===== config.mk =====
export PLATFORM = sky130hd
export DESIGN_NAME = joystick_differential_drive_mixer
export DESIGN_NICKNAME = d
export VERILOG_FILES = /design/src/hw/rtl/jddm_pkg.sv /design/src/hw/rtl/jddm_norm.sv /design/src/hw/rtl/joystick_differential_drive_mixer.sv
export SDC_FILE = /design/constraint.sdc
export NUM_CORES = 2
export LEC_CHECK = 0
export ABC_AREA = 1
export BUFFER_PORTS_ARGS = -buffer_cell sky130_fd_sc_hd__clkbuf_2
export CORE_AREA = 2 2 369 371
export CTS_BUF_LIST = sky130_fd_sc_hd__clkbuf_4 sky130_fd_sc_hd__clkbuf_8
export CTS_CLUSTER_DIAMETER = 200
export DETAILED_ROUTE_END_ITERATION = 6
export DIE_AREA = 0 0 371 373
export PLACE_DENSITY_LB_ADDON = 0.05
export SLEW_MARGIN = 10
export SYNTH_ARGS = -nofsm -noshare
export SYNTH_HDL_FRONTEND = slang
export SYNTH_HIERARCHICAL = 1
export SYNTH_SLANG_ARGS = --single-unit

===== constraint.sdc =====
create_clock -name clk -period 21.1 [get_ports clk]
set_input_delay 4.22 -clock clk [delete_from_list [all_inputs] [get_ports clk]]
set_output_delay 4.22 -clock clk [all_outputs]
set_load 0.02 [all_outputs]

===== src/hw/rtl/jddm_pkg.sv =====
// Shared constants and widths for the joystick differential drive mixer.
package jddm_pkg;

  // Fixed point format of unit fractions: FRAC_BITS fraction bits, one integer bit.
  localparam int FRAC_BITS = 16;
  localparam int NORM_W    = FRAC_BITS + 1;
  localparam logic [NORM_W-1:0] NORM_ONE = {1'b1, {FRAC_BITS{1'b0}}};

  // Field widths.
  localparam int AXIS_W = 16;
  localparam int FS_W   = 15;
  localparam int DUTY_W = 16;
  localparam int DIR_W  = 2;
  localparam int CFG_W  = 16;
  localparam int CFG_IDX_W = 2;

  // The normalizing divider produces FRAC_BITS quotient bits over DIV_STAGES stages.
  localparam int DIV_STAGES = 4;
  localparam int DIV_STEPS  = (FRAC_BITS + DIV_STAGES - 1) / DIV_STAGES;

  // Configuration register indexes.
  localparam logic [CFG_IDX_W-1:0] CFG_FULL_SCALE  = 2'd0;
  localparam logic [CFG_IDX_W-1:0] CFG_LEFT_LIMIT  = 2'd1;
  localparam logic [CFG_IDX_W-1:0] CFG_RIGHT_LIMIT = 2'd2;

  // Register reset values.
  localparam logic [FS_W-1:0]   FULL_SCALE_RST = 15'd32767;
  localparam logic [DUTY_W-1:0] LIMIT_RST      = 16'd65535;

  // Wheel direction codes.
  localparam logic [DIR_W-1:0] DIR_STOP = 2'd0;
  localparam logic [DIR_W-1:0] DIR_FWD  = 2'd1;
  localparam logic [DIR_W-1:0] DIR_BACK = 2'd2;

endpackage


===== src/hw/rtl/jddm_norm.sv =====
// Pipelined restoring divider that normalizes an axis magnitude to a unit fraction.
module jddm_norm (
  input  logic                          clk,
  input  logic [jddm_pkg::FS_W-1:0]     fs,
  input  logic [jddm_pkg::FS_W-1:0]     rem_in,
  input  logic                          sat_in,
  output logic [jddm_pkg::NORM_W-1:0]   norm_out
);
  import jddm_pkg::*;

  logic [FS_W-1:0]      rem_r   [DIV_STAGES];
  logic [FRAC_BITS-1:0] quo_r   [DIV_STAGES];
  logic                 sat_r   [DIV_STAGES];
  logic [FS_W-1:0]      rem_nxt [DIV_STAGES];
  logic [FRAC_BITS-1:0] quo_nxt [DIV_STAGES];
  logic [FS_W-1:0]      rem_src [DIV_STAGES];
  logic [FRAC_BITS-1:0] quo_src [DIV_STAGES];
  logic                 sat_src [DIV_STAGES];

  for (genvar s = 0; s < DIV_STAGES; s++) begin : g_stage
    // Each stage takes the partial remainder of the stage before it.
    if (s == 0) begin : g_first
      assign rem_src[s] = rem_in;
      assign quo_src[s] = '0;
      assign sat_src[s] = sat_in;
    end else begin : g_next
      assign rem_src[s] = rem_r[s-1];
      assign quo_src[s] = quo_r[s-1];
      assign sat_src[s] = sat_r[s-1];
    end

    // DIV_STEPS quotient bits per stage, most significant first.
    always_comb begin
      logic [FS_W:0]        shifted;
      logic [FS_W-1:0]      rem_v;
      logic [FRAC_BITS-1:0] quo_v;
      rem_v   = rem_src[s];
      quo_v   = quo_src[s];
      shifted = '0;
      for (int j = 0; j < DIV_STEPS; j++) begin
        if (s * DIV_STEPS + j < FRAC_BITS) begin
          shifted = {rem_v, 1'b0};
          if (shifted >= {1'b0, fs}) begin
            rem_v = FS_W'(shifted - {1'b0, fs});
            quo_v = {quo_v[FRAC_BITS-2:0], 1'b1};
          end else begin
            rem_v = shifted[FS_W-1:0];
            quo_v = {quo_v[FRAC_BITS-2:0], 1'b0};
          end
        end
      end
      rem_nxt[s] = rem_v;
      quo_nxt[s] = quo_v;
    end

    always_ff @(posedge clk) begin
      rem_r[s] <= rem_nxt[s];
      quo_r[s] <= quo_nxt[s];
      sat_r[s] <= sat_src[s];
    end
  end

  // A magnitude at or above full scale maps to exactly one.
  assign norm_out = sat_r[DIV_STAGES-1] ? NORM_ONE : {1'b0, quo_r[DIV_STAGES-1]};

endmodule


===== src/hw/rtl/joystick_differential_drive_mixer.sv =====
// Top level of the joystick differential drive mixer: one sample in, one wheel command out.
// The result strobe out_valid is high for one cycle per item, once the item has passed
// stages A and B, the divider stages, stage M, stage S and the output registers.
// Throughput: one item per cycle; busy stays low, and the four-stage divider and the two
// multiplier stages are fully pipelined.
// Reset clears all valid bits and loads full scale 32767 and both duty limits 65535.
module joystick_differential_drive_mixer (
  input  logic                            clk,
  input  logic                            rst_n,
  input  logic                            start,
  output logic                            busy,
  input  logic signed [jddm_pkg::AXIS_W-1:0] in_turn_axis,
  input  logic signed [jddm_pkg::AXIS_W-1:0] in_drive_axis,
  input  logic                            cfg_we,
  input  logic [jddm_pkg::CFG_IDX_W-1:0]  cfg_index,
  input  logic [jddm_pkg::CFG_W-1:0]      cfg_data,
  output logic                            out_valid,
  output logic [jddm_pkg::DUTY_W-1:0]     out_left_duty,
  output logic [jddm_pkg::DUTY_W-1:0]     out_right_duty,
  output logic [jddm_pkg::DIR_W-1:0]      out_left_direction,
  output logic [jddm_pkg::DIR_W-1:0]      out_right_direction
);
  import jddm_pkg::*;

  typedef struct packed {
    logic tneg;
    logic dneg;
    logic tzero;
    logic dzero;
    logic sharp;
  } mix_flags_t;

  // Configuration registers.
  logic [FS_W-1:0]   fs_r;
  logic [DUTY_W-1:0] left_limit_r;
  logic [DUTY_W-1:0] right_limit_r;
  logic [FS_W-1:0]   fs_eff;

  // Stage A: magnitudes and signs.
  logic              a_valid_r;
  logic [AXIS_W-1:0] a_tmag_r, a_dmag_r;
  logic              a_tneg_r, a_dneg_r;
  logic [AXIS_W-1:0] turn_raw, drive_raw;

  // Stage B: dead zone, saturation and sharp turn tests.
  logic              b_valid_r;
  mix_flags_t        b_flags_r, b_flags_nxt;
  logic [FS_W-1:0]   b_trem_r, b_trem_nxt, b_drem_r, b_drem_nxt;
  logic              b_tsat_r, b_tsat_nxt, b_dsat_r, b_dsat_nxt;

  // Flags riding along the divider.
  logic              dv_valid_r [DIV_STAGES];
  mix_flags_t        dv_flags_r [DIV_STAGES];
  logic [NORM_W-1:0] turn_norm, drive_norm;

  // Stage M: inner wheel slowdown product.
  logic              m_valid_r;
  mix_flags_t        m_flags_r;
  logic [NORM_W-1:0] m_turn_r, m_drive_r, m_slow_r;
  logic [2*NORM_W-1:0] slow_prod;

  // Stage S: wheel speeds and directions.
  logic              s_valid_r;
  logic [NORM_W-1:0] s_ls_r, s_rs_r, s_ls_nxt, s_rs_nxt;
  logic [DIR_W-1:0]  s_ld_r, s_rd_r, s_ld_nxt, s_rd_nxt;

  // Output registers.
  logic              out_valid_r;
  logic [DUTY_W-1:0] out_left_duty_r, out_right_duty_r;
  logic [DIR_W-1:0]  out_left_dir_r, out_right_dir_r;
  logic [NORM_W+DUTY_W-1:0] left_prod, right_prod;

  // The pipeline never stalls, so an item is taken in every cycle.
  assign busy = 1'b0;

  // Configuration write decode.
  always_ff @(posedge clk) begin
    if (!rst_n) begin
      fs_r          <= FULL_SCALE_RST;
      left_limit_r  <= LIMIT_RST;
      right_limit_r <= LIMIT_RST;
    end else if (cfg_we) begin
      unique case (cfg_index)
        CFG_FULL_SCALE:  fs_r          <= cfg_data[FS_W-1:0];
        CFG_LEFT_LIMIT:  left_limit_r  <= cfg_data[DUTY_W-1:0];
        CFG_RIGHT_LIMIT: right_limit_r <= cfg_data[DUTY_W-1:0];
        default: ;
      endcase
    end
  end

  // A full scale of zero behaves as one.
  assign fs_eff = (fs_r == '0) ? FS_W'(1) : fs_r;

  // Stage A: take the magnitude of each axis.
  assign turn_raw  = in_turn_axis;
  assign drive_raw = in_drive_axis;

  always_ff @(posedge clk) begin
    if (!rst_n) begin
      a_valid_r <= 1'b0;
    end else begin
      a_valid_r <= start && !busy;
    end
  end

  always_ff @(posedge clk) begin
    a_tneg_r <= turn_raw[AXIS_W-1];
    a_dneg_r <= drive_raw[AXIS_W-1];
    a_tmag_r <= turn_raw[AXIS_W-1] ? (~turn_raw + AXIS_W'(1)) : turn_raw;
    a_dmag_r <= drive_raw[AXIS_W-1] ? (~drive_raw + AXIS_W'(1)) : drive_raw;
  end

  // Stage B: dead zone at 0.2, clamp at full scale, sharp turn above 0.7.
  always_comb begin
    logic [AXIS_W+1:0] t5, d5;
    logic              tdead, ddead, tsat, dsat;
    logic [FS_W-1:0]   tclamp;
    logic [FS_W+3:0]   t10, fs7;
    t5     = (AXIS_W+2)'(a_tmag_r) + ((AXIS_W+2)'(a_tmag_r) << 2);
    d5     = (AXIS_W+2)'(a_dmag_r) + ((AXIS_W+2)'(a_dmag_r) << 2);
    tdead  = t5 < (AXIS_W+2)'(fs_eff);
    ddead  = d5 < (AXIS_W+2)'(fs_eff);
    tsat   = a_tmag_r >= AXIS_W'(fs_eff);
    dsat   = a_dmag_r >= AXIS_W'(fs_eff);
    tclamp = tsat ? fs_eff : a_tmag_r[FS_W-1:0];
    t10    = ((FS_W+4)'(tclamp) << 3) + ((FS_W+4)'(tclamp) << 1);
    fs7    = ((FS_W+4)'(fs_eff) << 3) - (FS_W+4)'(fs_eff);

    b_flags_nxt.tneg  = a_tneg_r;
    b_flags_nxt.dneg  = a_dneg_r;
    b_flags_nxt.tzero = tdead;
    b_flags_nxt.dzero = ddead;
    b_flags_nxt.sharp = t10 > fs7;
    b_tsat_nxt = tsat && !tdead;
    b_dsat_nxt = dsat && !ddead;
    b_trem_nxt = (tdead || tsat) ? '0 : a_tmag_r[FS_W-1:0];
    b_drem_nxt = (ddead || dsat) ? '0 : a_dmag_r[FS_W-1:0];
  end

  always_ff @(posedge clk) begin
    if (!rst_n) begin
      b_valid_r <= 1'b0;
    end else begin
      b_valid_r <= a_valid_r;
    end
  end

  always_ff @(posedge clk) begin
    b_flags_r <= b_flags_nxt;
    b_trem_r  <= b_trem_nxt;
    b_drem_r  <= b_drem_nxt;
    b_tsat_r  <= b_tsat_nxt;
    b_dsat_r  <= b_dsat_nxt;
  end

  // Normalize both axes in parallel.
  jddm_norm u_turn_norm (
    .clk      (clk),
    .fs       (fs_eff),
    .rem_in   (b_trem_r),
    .sat_in   (b_tsat_r),
    .norm_out (turn_norm)
  );

  jddm_norm u_drive_norm (
    .clk      (clk),
    .fs       (fs_eff),
    .rem_in   (b_drem_r),
    .sat_in   (b_dsat_r),
    .norm_out (drive_norm)
  );

  // Carry the flags and valid bits alongside the divider stages.
  for (genvar s = 0; s < DIV_STAGES; s++) begin : g_flag_pipe
    if (s == 0) begin : g_first
      always_ff @(posedge clk) begin
        if (!rst_n) begin
          dv_valid_r[s] <= 1'b0;
        end else begin
          dv_valid_r[s] <= b_valid_r;
        end
      end
      always_ff @(posedge clk) begin
        dv_flags_r[s] <= b_flags_r;
      end
    end else begin : g_next
      always_ff @(posedge clk) begin
        if (!rst_n) begin
          dv_valid_r[s] <= 1'b0;
        end else begin
          dv_valid_r[s] <= dv_valid_r[s-1];
        end
      end
      always_ff @(posedge clk) begin
        dv_flags_r[s] <= dv_flags_r[s-1];
      end
    end
  end

  // Stage M: inner wheel speed drive * (1 - turn).
  assign slow_prod = drive_norm * (NORM_ONE - turn_norm);

  always_ff @(posedge clk) begin
    if (!rst_n) begin
      m_valid_r <= 1'b0;
    end else begin
      m_valid_r <= dv_valid_r[DIV_STAGES-1];
    end
  end

  always_ff @(posedge clk) begin
    m_flags_r <= dv_flags_r[DIV_STAGES-1];
    m_turn_r  <= turn_norm;
    m_drive_r <= drive_norm;
    m_slow_r  <= slow_prod[FRAC_BITS+NORM_W-1:FRAC_BITS];
  end

  // Stage S: pick the speed and direction of each wheel.
  always_comb begin
    logic [DIR_W-1:0]  base_dir, flip_dir;
    logic [NORM_W-1:0] inner;
    base_dir = m_flags_r.dneg ? DIR_BACK : DIR_FWD;
    flip_dir = m_flags_r.dneg ? DIR_FWD : DIR_BACK;
    inner    = m_flags_r.sharp ? (m_turn_r >> 1) : m_slow_r;
    s_ls_nxt = '0;
    s_rs_nxt = '0;
    s_ld_nxt = DIR_STOP;
    s_rd_nxt = DIR_STOP;
    if (m_flags_r.dzero) begin
      // No drive: spin in place when there is a turn.
      if (!m_flags_r.tzero) begin
        s_ls_nxt = m_turn_r;
        s_rs_nxt = m_turn_r;
        s_ld_nxt = m_flags_r.tneg ? DIR_BACK : DIR_FWD;
        s_rd_nxt = m_flags_r.tneg ? DIR_FWD : DIR_BACK;
      end
    end else begin
      s_ls_nxt = m_drive_r;
      s_rs_nxt = m_drive_r;
      s_ld_nxt = base_dir;
      s_rd_nxt = base_dir;
      // Slow or reverse the wheel on the inner side of the turn.
      if (!m_flags_r.tzero) begin
        if (m_flags_r.tneg) begin
          s_ls_nxt = inner;
          if (m_flags_r.sharp) begin
            s_ld_nxt = flip_dir;
          end
        end else begin
          s_rs_nxt = inner;
          if (m_flags_r.sharp) begin
            s_rd_nxt = flip_dir;
          end
        end
      end
    end
  end

  always_ff @(posedge clk) begin
    if (!rst_n) begin
      s_valid_r <= 1'b0;
    end else begin
      s_valid_r <= m_valid_r;
    end
  end

  always_ff @(posedge clk) begin
    s_ls_r <= s_ls_nxt;
    s_rs_r <= s_rs_nxt;
    s_ld_r <= s_ld_nxt;
    s_rd_r <= s_rd_nxt;
  end

  // Output stage: scale each speed by its wheel's duty limit, truncated.
  assign left_prod  = s_ls_r * left_limit_r;
  assign right_prod = s_rs_r * right_limit_r;

  always_ff @(posedge clk) begin
    if (!rst_n) begin
      out_valid_r <= 1'b0;
    end else begin
      out_valid_r <= s_valid_r;
    end
  end

  always_ff @(posedge clk) begin
    out_left_duty_r  <= left_prod[FRAC_BITS+DUTY_W-1:FRAC_BITS];
    out_right_duty_r <= right_prod[FRAC_BITS+DUTY_W-1:FRAC_BITS];
    out_left_dir_r   <= s_ld_r;
    out_right_dir_r  <= s_rd_r;
  end

  assign out_valid           = out_valid_r;
  assign out_left_duty       = out_left_duty_r;
  assign out_right_duty      = out_right_duty_r;
  assign out_left_direction  = out_left_dir_r;
  assign out_right_direction = out_right_dir_r;

endmodule

Yosys cells after proc, flatten, opt, wreduce, memory -nomap -nowiden --
Memories as Yosys holds them, arrays and structs flattened. A register that Yosys moved wholly into a read port is not among the register bits. Cells that the tools add are included.
Operators by class: $add $sub $neg 39, multipliers 3, div/mod/pow operators 0, magnitude comparators 37, equality and inequality tests 2, shifts and indexed selects 0, mux-type cells 97, bitwise logic cells 6, reductions and logical operators 12
Operators with widths (count):
- greater-or-equal comparator 16 x 15 -> 1 bit | 34
- two-way mux 15 bit | 36
- subtractor 15 bit | 32
- two-way mux 17 bit | 10
- multiplier 17 x 16 -> 32 bit | 2
- two-way mux 1 bit | 38
- adder 16 x 18 -> 18 bit | 2
- < comparator 18 x 15 -> 1 bit | 2
- multiplier 18 x 18 -> 33 bit | 1
- adder 16 x 1 -> 16 bit (second input constant) | 2
- inverter 16 bit | 2
- two-way mux 2 bit | 13
- adder 18 x 16 -> 19 bit | 1
- greater-than comparator 19 bit | 1
- subtractor 18 x 15 -> 19 bit | 1
- subtractor 17 x 17 -> 18 bit (first input constant) | 1
- logical NOT 15 bit | 1
- AND reduction 2 bit | 3
- OR 1 bit | 4
- logical NOT 1 bit | 3
- == test 2 x 1 -> 1 bit (second input constant) | 1
- == test 2 bit (second input constant) | 1
- logical AND 1 bit | 2
- logical NOT 2 bit | 1
- logical OR 1 bit | 2
Word-level totals: register bits after elaboration 247, latch bits 0, bits in writable memories 280, bits in read-only memories 0, input port bits 54, output and inout bits 38, word-level logic and storage cells 237, memories 8
Memory list:
- u_drive_norm.quo_r | depth 4, width 16, rd ports 4, clocked after Yosys merged registers in 0, wr ports 4, line jddm_norm.sv:12 | logic [FRAC_BITS-1:0] quo_r [DIV_STAGES];
- u_turn_norm.quo_r | depth 4, width 16, rd ports 4, clocked after Yosys merged registers in 0, wr ports 4, line jddm_norm.sv:12
- u_drive_norm.rem_r | depth 4, width 15, rd ports 3, clocked after Yosys merged registers in 0, wr ports 4, line jddm_norm.sv:11 | logic [FS_W-1:0] rem_r [DIV_STAGES];
- u_turn_norm.rem_r | depth 4, width 15, rd ports 3, clocked after Yosys merged registers in 0, wr ports 4, line jddm_norm.sv:11
- dv_flags_r | depth 4, width 5, rd ports 4, clocked after Yosys merged registers in 1, wr ports 4, line joystick_differential_drive_mixer.sv:53 | mix_flags_t dv_flags_r [DIV_STAGES];
- dv_valid_r | depth 4, width 1, rd ports 4, clocked after Yosys merged registers in 1, wr ports 4, line joystick_differential_drive_mixer.sv:52 | logic dv_valid_r [DIV_STAGES];
- +2 memories

Depth between registers and ports, before layout --
word-level depth 10, mapped depth 64, gate-level depth less buffers 57

Cells and area by module --
The synthesis kept the hierarchy.
By module, submodules not included:
- joystick_differential_drive_mixer | times used 1, cells an instance 5382, area each 41303.4 µm², seq. area each 5545.3 µm²
- jddm_norm at u_turn_norm | times used 1, cells an instance 2382, area each 14835.5 µm², seq. area each 1781.7 µm²
- jddm_norm at u_drive_norm | times used 1, cells an instance 2373, area each 14720.4 µm², seq. area each 1781.7 µm²

Least setup slack after synthesis --
Ideal clock, no wire load.
path type register to register, start register fs_r[11], end memory u_drive_norm.rem_r[0][9], library setup time 112 ps, arrival 8678 ps, data required time 20988 ps, setup slack 12310 ps, stages on the path, launching flop included 58, path buffers 8, clock period less this slack 8790 ps, cell sequence dfxtp_1 -> inv_1 -> nand4_1 -> nor3_1 -> nand3_1 -> nand2_1 -> buf_6 -> clkinv_1 -> clkbuf_1 -> clkbuf_1 -> fa_1 -> nand2_1 -> nand2_1 -> nand2_1 -> nand2_1 -> nand2_1 -> nand3_1 -> buf_2 -> [22 not listed] -> nand3_4 -> buf_4 -> nor2_1 -> a21oi_1 -> ha_1 -> a21oi_1 -> o21ai_0 -> nand2_1 -> nand3_1 -> nand3_1 -> nand2_1 -> a31oi_1 -> nor2_1 -> nor2_1 -> nand3_2 -> buf_2 -> nand2_1 -> nand2_1
RTL lines:
- from (decl) | line joystick_differential_drive_mixer.sv:34 | logic [FS_W-1:0] fs_r;
- from (signal assigned) | line joystick_differential_drive_mixer.sv:84 | CFG_FULL_SCALE: fs_r <= cfg_data[FS_W-1:0];
- to (decl) | line jddm_norm.sv:11

==> results_tabular.tex <==
\begin{tabular}{lr}
\hline
Metric & Value \\
\hline
\multicolumn{2}{l}{\textbf{Outcome}} \\
\quad Status & completed \\
\multicolumn{2}{l}{\textbf{Finish}} \\
\quad Flip-flop and latch area & 9109 um2 \\
\quad Fillcell total & 13420 \\
\quad Layout net count & 11701 \\
\quad Synth-to-Final Area Change & 5.626\% \\
\quad Total area of multi-input combinational cells & 53600 um2 \\
\quad End-of-flow core utilization & 55.60\% \\
\quad Most frequent standard cell in the layout excluding fill and tap cells & sky130\_fd\_sc\_hd\_\_nand2\_1 \\
\quad Share of cells above drive strength 1 & 4.633\% \\
\quad Commonest cells after routing, fill and taps aside & sky130\_fd\_sc\_hd\_\_nand2\_1, sky130\_fd\_sc\_hd\_\_inv\_1, sky130\_fd\_sc\_hd\_\_ha\_1, sky130\_fd\_sc\_hd\_\_nor2\_1, sky130\_fd\_sc\_hd\_\_fa\_1 \\
\multicolumn{2}{l}{\textbf{Critical path}} \\
\quad Data required time of the worst path & 21.78 ns \\
\quad Slowest cell on crit path & sky130\_fd\_sc\_hd\_\_nand3\_1 \\
\quad R2R cell count & 51 \\
\quad Crit path launch type & register \\
\quad Reg-to-Reg Start & fs\_r[9] \\
\quad Reg-to-reg setup timing slack & 10.46 ns \\
\quad CP dominant cell by count & sky130\_fd\_sc\_hd\_\_nand2\_1 \\
\quad CP Max Fanout & 28 \\
\quad Endpoint arrival time on the critical path & 11.32 ns \\
\quad Class of the most critical setup path & register to register \\
\quad Endpoint of the worst register-to-register path & u\_drive\_norm/rem\_r[0][1] \\
\quad Crit end category & register \\
\quad Delay of the slowest cell on the worst path & 0.60 ns \\
\multicolumn{2}{l}{\textbf{Clocking}} \\
\quad Clock sinks & 455 \\
\quad Total clock buffers created by CTS & 90 \\
\quad Cells resized by post-CTS repair & 0 \\
\quad CTS tree & built \\
\quad Clock Tree Buf Depth & 3 \\
\quad Count of buffers added by post-CTS timing repair for setup & 0 \\
\quad Clock transition at the registers of the reported paths & 0.06 ns \\
\quad Clk\_lat worst skew & 0.81 ns \\
\quad Count of hold buffers inserted by post-cts repair & 0 \\
\quad Cell chosen for the clock root & sky130\_fd\_sc\_hd\_\_clkbuf\_8 \\
\quad Maximum level of the CTS H-tree & 3 \\
\multicolumn{2}{l}{\textbf{Logic synthesis}} \\
\quad Cell Area, Synth & 70860 um2 \\
\quad Total nets after synthesis & 11742 \\
\quad Warnings, synthesis & 6 \\
\quad Yosys reg bits & 455 \\
\quad Top FF cell, synth & sky130\_fd\_sc\_hd\_\_dfxtp\_1 \\
\quad Average instance area after synthesis & 6.990 um2 \\
\quad Sequential cell area fraction in the yosys report & 12.85\% \\
\quad Instance count of the mapped netlist & 10137 \\
\quad Post-synth EDFFs & 0 \\
\quad Post-synth ARST share & 0\% \\
\quad Count of unique library cells instantiated by Yosys & 73 \\
\multicolumn{2}{l}{\textbf{Global routing}} \\
\quad Total grt overflow & 0 \\
\quad Total Routing Usage GR & 31.34\% \\
\quad Wire length of the first global-routing pass & 346400 um \\
\quad Maximum number of pins on one net before global-route repair & 57 \\
\quad Initial antenna violation count & 6 \\
\quad Number of global-route vias before repair & 64626 \\
\multicolumn{2}{l}{\textbf{Timing}} \\
\quad Max Clk Rate & 0.09396 GHz \\
\quad Least-Margin Pin Slew & 1.168 ns \\
\quad Clk\_skew & 0.05923 ns \\
\quad Number of failing hold endpoints at the final stage & 0 \\
\quad Final sum of negative setup slack & 0 ns \\
\quad Number of endpoints failing setup at the final stage & 0 \\
\quad Post-Route Hold Slack & 0.3183 ns \\
\quad Setup repair after global routing missed its margin & false \\
\quad Fin crit period & 10.64 ns \\
\quad Headroom to the max-slew limit & 21.95\% \\
\quad Max-slew violation total from the final report & 0 \\
\quad Part of the cycle the worst path needs & 50.44\% \\
\multicolumn{2}{l}{\textbf{Route}} \\
\quad Average routed wire per standard cell & 18.15 um \\
\quad Final ANT Viol Nets & 0 \\
\quad Via count of the routed design & 64846 \\
\quad Number of design rule violations left after detail routing & 0 \\
\quad Number of iterations in the first detailed-routing pass & 6 \\
\quad Final routed wirelength across all metal layers & 216800 um \\
\quad Drt via density & 5.427 \\
\quad Initial DRC Count & 4501 \\
\multicolumn{2}{l}{\textbf{Die}} \\
\quad Placement Rows & 135 \\
\quad Die outline height & 373 um \\
\quad Effective utilization at floorplan & 52.64\% \\
\quad Floorplan die area & 138400 um2 \\
\quad Total I/O pin count & 92 \\
\quad Die span in x & 371 um \\
\quad Total core area & 134600 um2 \\
\multicolumn{2}{l}{\textbf{Worst hold path}} \\
\quad Path class of the lowest-slack min-delay path & register to register \\
\quad Worst Hold Path EP & u\_turn\_norm/quo\_r[2][11] \\
\quad Worst hold path cell count & 0 \\
\quad Hold path startpoint & u\_turn\_norm/quo\_r[1][7] \\
\multicolumn{2}{l}{\textbf{Placement}} \\
\quad Input/output buffers & 90 \\
\quad Detailed Place HPWL & 172100 um \\
\quad RePlAce Congestion & 0.9355 \\
\multicolumn{2}{l}{\textbf{Job}} \\
\quad Count of max-cap constraint violations & 0 \\
\hline
\end{tabular}
[cells by family after synthesis]
family | count (synthesis) | share of synthesized area, %
AND/OR/NAND/NOR | 4046 | 23.39
multiplexers | 1 | 0.01413
buffers and inverters | 2107 | 11.53
other | 1 | 0.005292
flip-flops | 455 | 12.85
adder cells (fa/ha/maj) | 1551 | 34.40
XOR/XNOR | 481 | 5.945
AO/OA/AOI/OAI | 1495 | 11.86
[metrics by stage]
stage / area, um2 / worst slack (ns) / std cells
final: 74850 / 10.46 / 11949
after global routing: 74850 / 9.299 / 11949
after floorplan: 70860 / 12.31 / 10137
after global placement: 72740 / 10.70 / 11785
after CTS: 74840 / 10.53 / 11947
after detailed placement: 72740 / 10.57 / 11785
[worst max path at each step]
stage,startpoint,end,slack [ns],depth (start not counted)
after floorplan,fs_r[11],u_drive_norm/rem_r[0][9],12.31,57
after global placement,fs_r[8],u_drive_norm/rem_r[0][9],10.70,51
after detailed placement,fs_r[10],u_drive_norm/rem_r[0][2],10.57,52
after CTS,fs_r[10],u_drive_norm/rem_r[0][10],10.53,51
after global routing,fs_r[9],u_drive_norm/rem_r[0][1],9.30,50
final,fs_r[9],u_drive_norm/rem_r[0][1],10.46,51
[cell usage after synthesis, types with 7 or more instances]
master | number | area share [%]
sky130_fd_sc_hd__a211oi_1 | 26 | 0.28
sky130_fd_sc_hd__o21ai_2 | 9 | 0.11
sky130_fd_sc_hd__nand4_1 | 78 | 0.69
sky130_fd_sc_hd__nand2_2 | 17 | 0.15
sky130_fd_sc_hd__dfxtp_1 | 455 | 13
sky130_fd_sc_hd__nand3_1 | 370 | 2.6
sky130_fd_sc_hd__nor4_1 | 18 | 0.16
sky130_fd_sc_hd__nand3_2 | 15 | 0.21
sky130_fd_sc_hd__clkbuf_1 | 221 | 1.2
sky130_fd_sc_hd__xor2_1 | 270 | 3.3
sky130_fd_sc_hd__buf_2 | 32 | 0.23
sky130_fd_sc_hd__o21bai_1 | 56 | 0.59
sky130_fd_sc_hd__ha_1 | 889 | 16
sky130_fd_sc_hd__o21ai_0 | 497 | 3.5
sky130_fd_sc_hd__nor2_4 | 8 | 0.13
sky130_fd_sc_hd__o21ai_1 | 48 | 0.34
sky130_fd_sc_hd__buf_6 | 16 | 0.25
sky130_fd_sc_hd__o2111ai_1 | 12 | 0.15
sky130_fd_sc_hd__o211ai_1 | 28 | 0.30
sky130_fd_sc_hd__nor3_1 | 72 | 0.51
sky130_fd_sc_hd__o31ai_1 | 7 | 0.074
sky130_fd_sc_hd__buf_4 | 25 | 0.26
sky130_fd_sc_hd__inv_1 | 1784 | 9.5
sky130_fd_sc_hd__o21a_1 | 28 | 0.30
sky130_fd_sc_hd__a21boi_0 | 25 | 0.26
sky130_fd_sc_hd__nor2_2 | 13 | 0.11
sky130_fd_sc_hd__nand2_1 | 2659 | 14
sky130_fd_sc_hd__xnor2_1 | 211 | 2.6
sky130_fd_sc_hd__a21o_1 | 63 | 0.67
sky130_fd_sc_hd__o22ai_1 | 34 | 0.30
sky130_fd_sc_hd__nand3b_1 | 15 | 0.16
sky130_fd_sc_hd__nor2_1 | 713 | 3.8
sky130_fd_sc_hd__or2_2 | 30 | 0.26
sky130_fd_sc_hd__fa_1 | 662 | 19
sky130_fd_sc_hd__o221ai_1 | 9 | 0.11
sky130_fd_sc_hd__a31oi_1 | 48 | 0.42
sky130_fd_sc_hd__a21oi_1 | 578 | 4.1
sky130_fd_sc_hd__inv_2 | 20 | 0.11
[cell type report]
cell class	count	share of cell area (%)
tap	1781	2.977
antenna	2	0.006687
sequential	455	12.17
inverter	1811	9.092
multi-input combinational	7575	71.61
timing repair buffer	163	1.334
clock buffer	122	2.076
clock inverter	40	0.7322
[critical path, delay by kind of cell (launching register included)]
kind,cells,cell delay [ns]
flip-flops,1,0.34
AO/OA/AOI/OAI,13,2.52
buffers and inverters,5,1.37
adder cells (fa/ha/maj),4,1.52
AND/OR/NAND/NOR,29,4.74
[flip-flops by register name, indices dropped and copies added (netlist names), 17 cells and up]
register	cells
u_drive_norm/rem_r	45
u_turn_norm/rem_r	45
u_drive_norm/quo_r	40
u_turn_norm/quo_r	40
dv_flags_r	20
m_drive_r	17
m_slow_r	17
m_turn_r	17
s_ls_r	17
s_rs_r	17
[routing by layer]
metal | routed length, um | vias to the layer above | share of wire, % | global-route usage [%]
met3 | 12430 | 378 | 5.7 | 4.081
met2 | 100900 | 1808 | 47 | 52.41
met1 | 96640 | 30821 | 45 | 41.80
met4 | 6798 | 2 | 3.1 | 9.816
met5 | 13 | - | 0.0060 | 0
li1 | - | 31837 | - | -
Power is left out: the tool's default activity adds up to more than one toggle a clock period on the data nets, which glitch-free logic cannot reach.
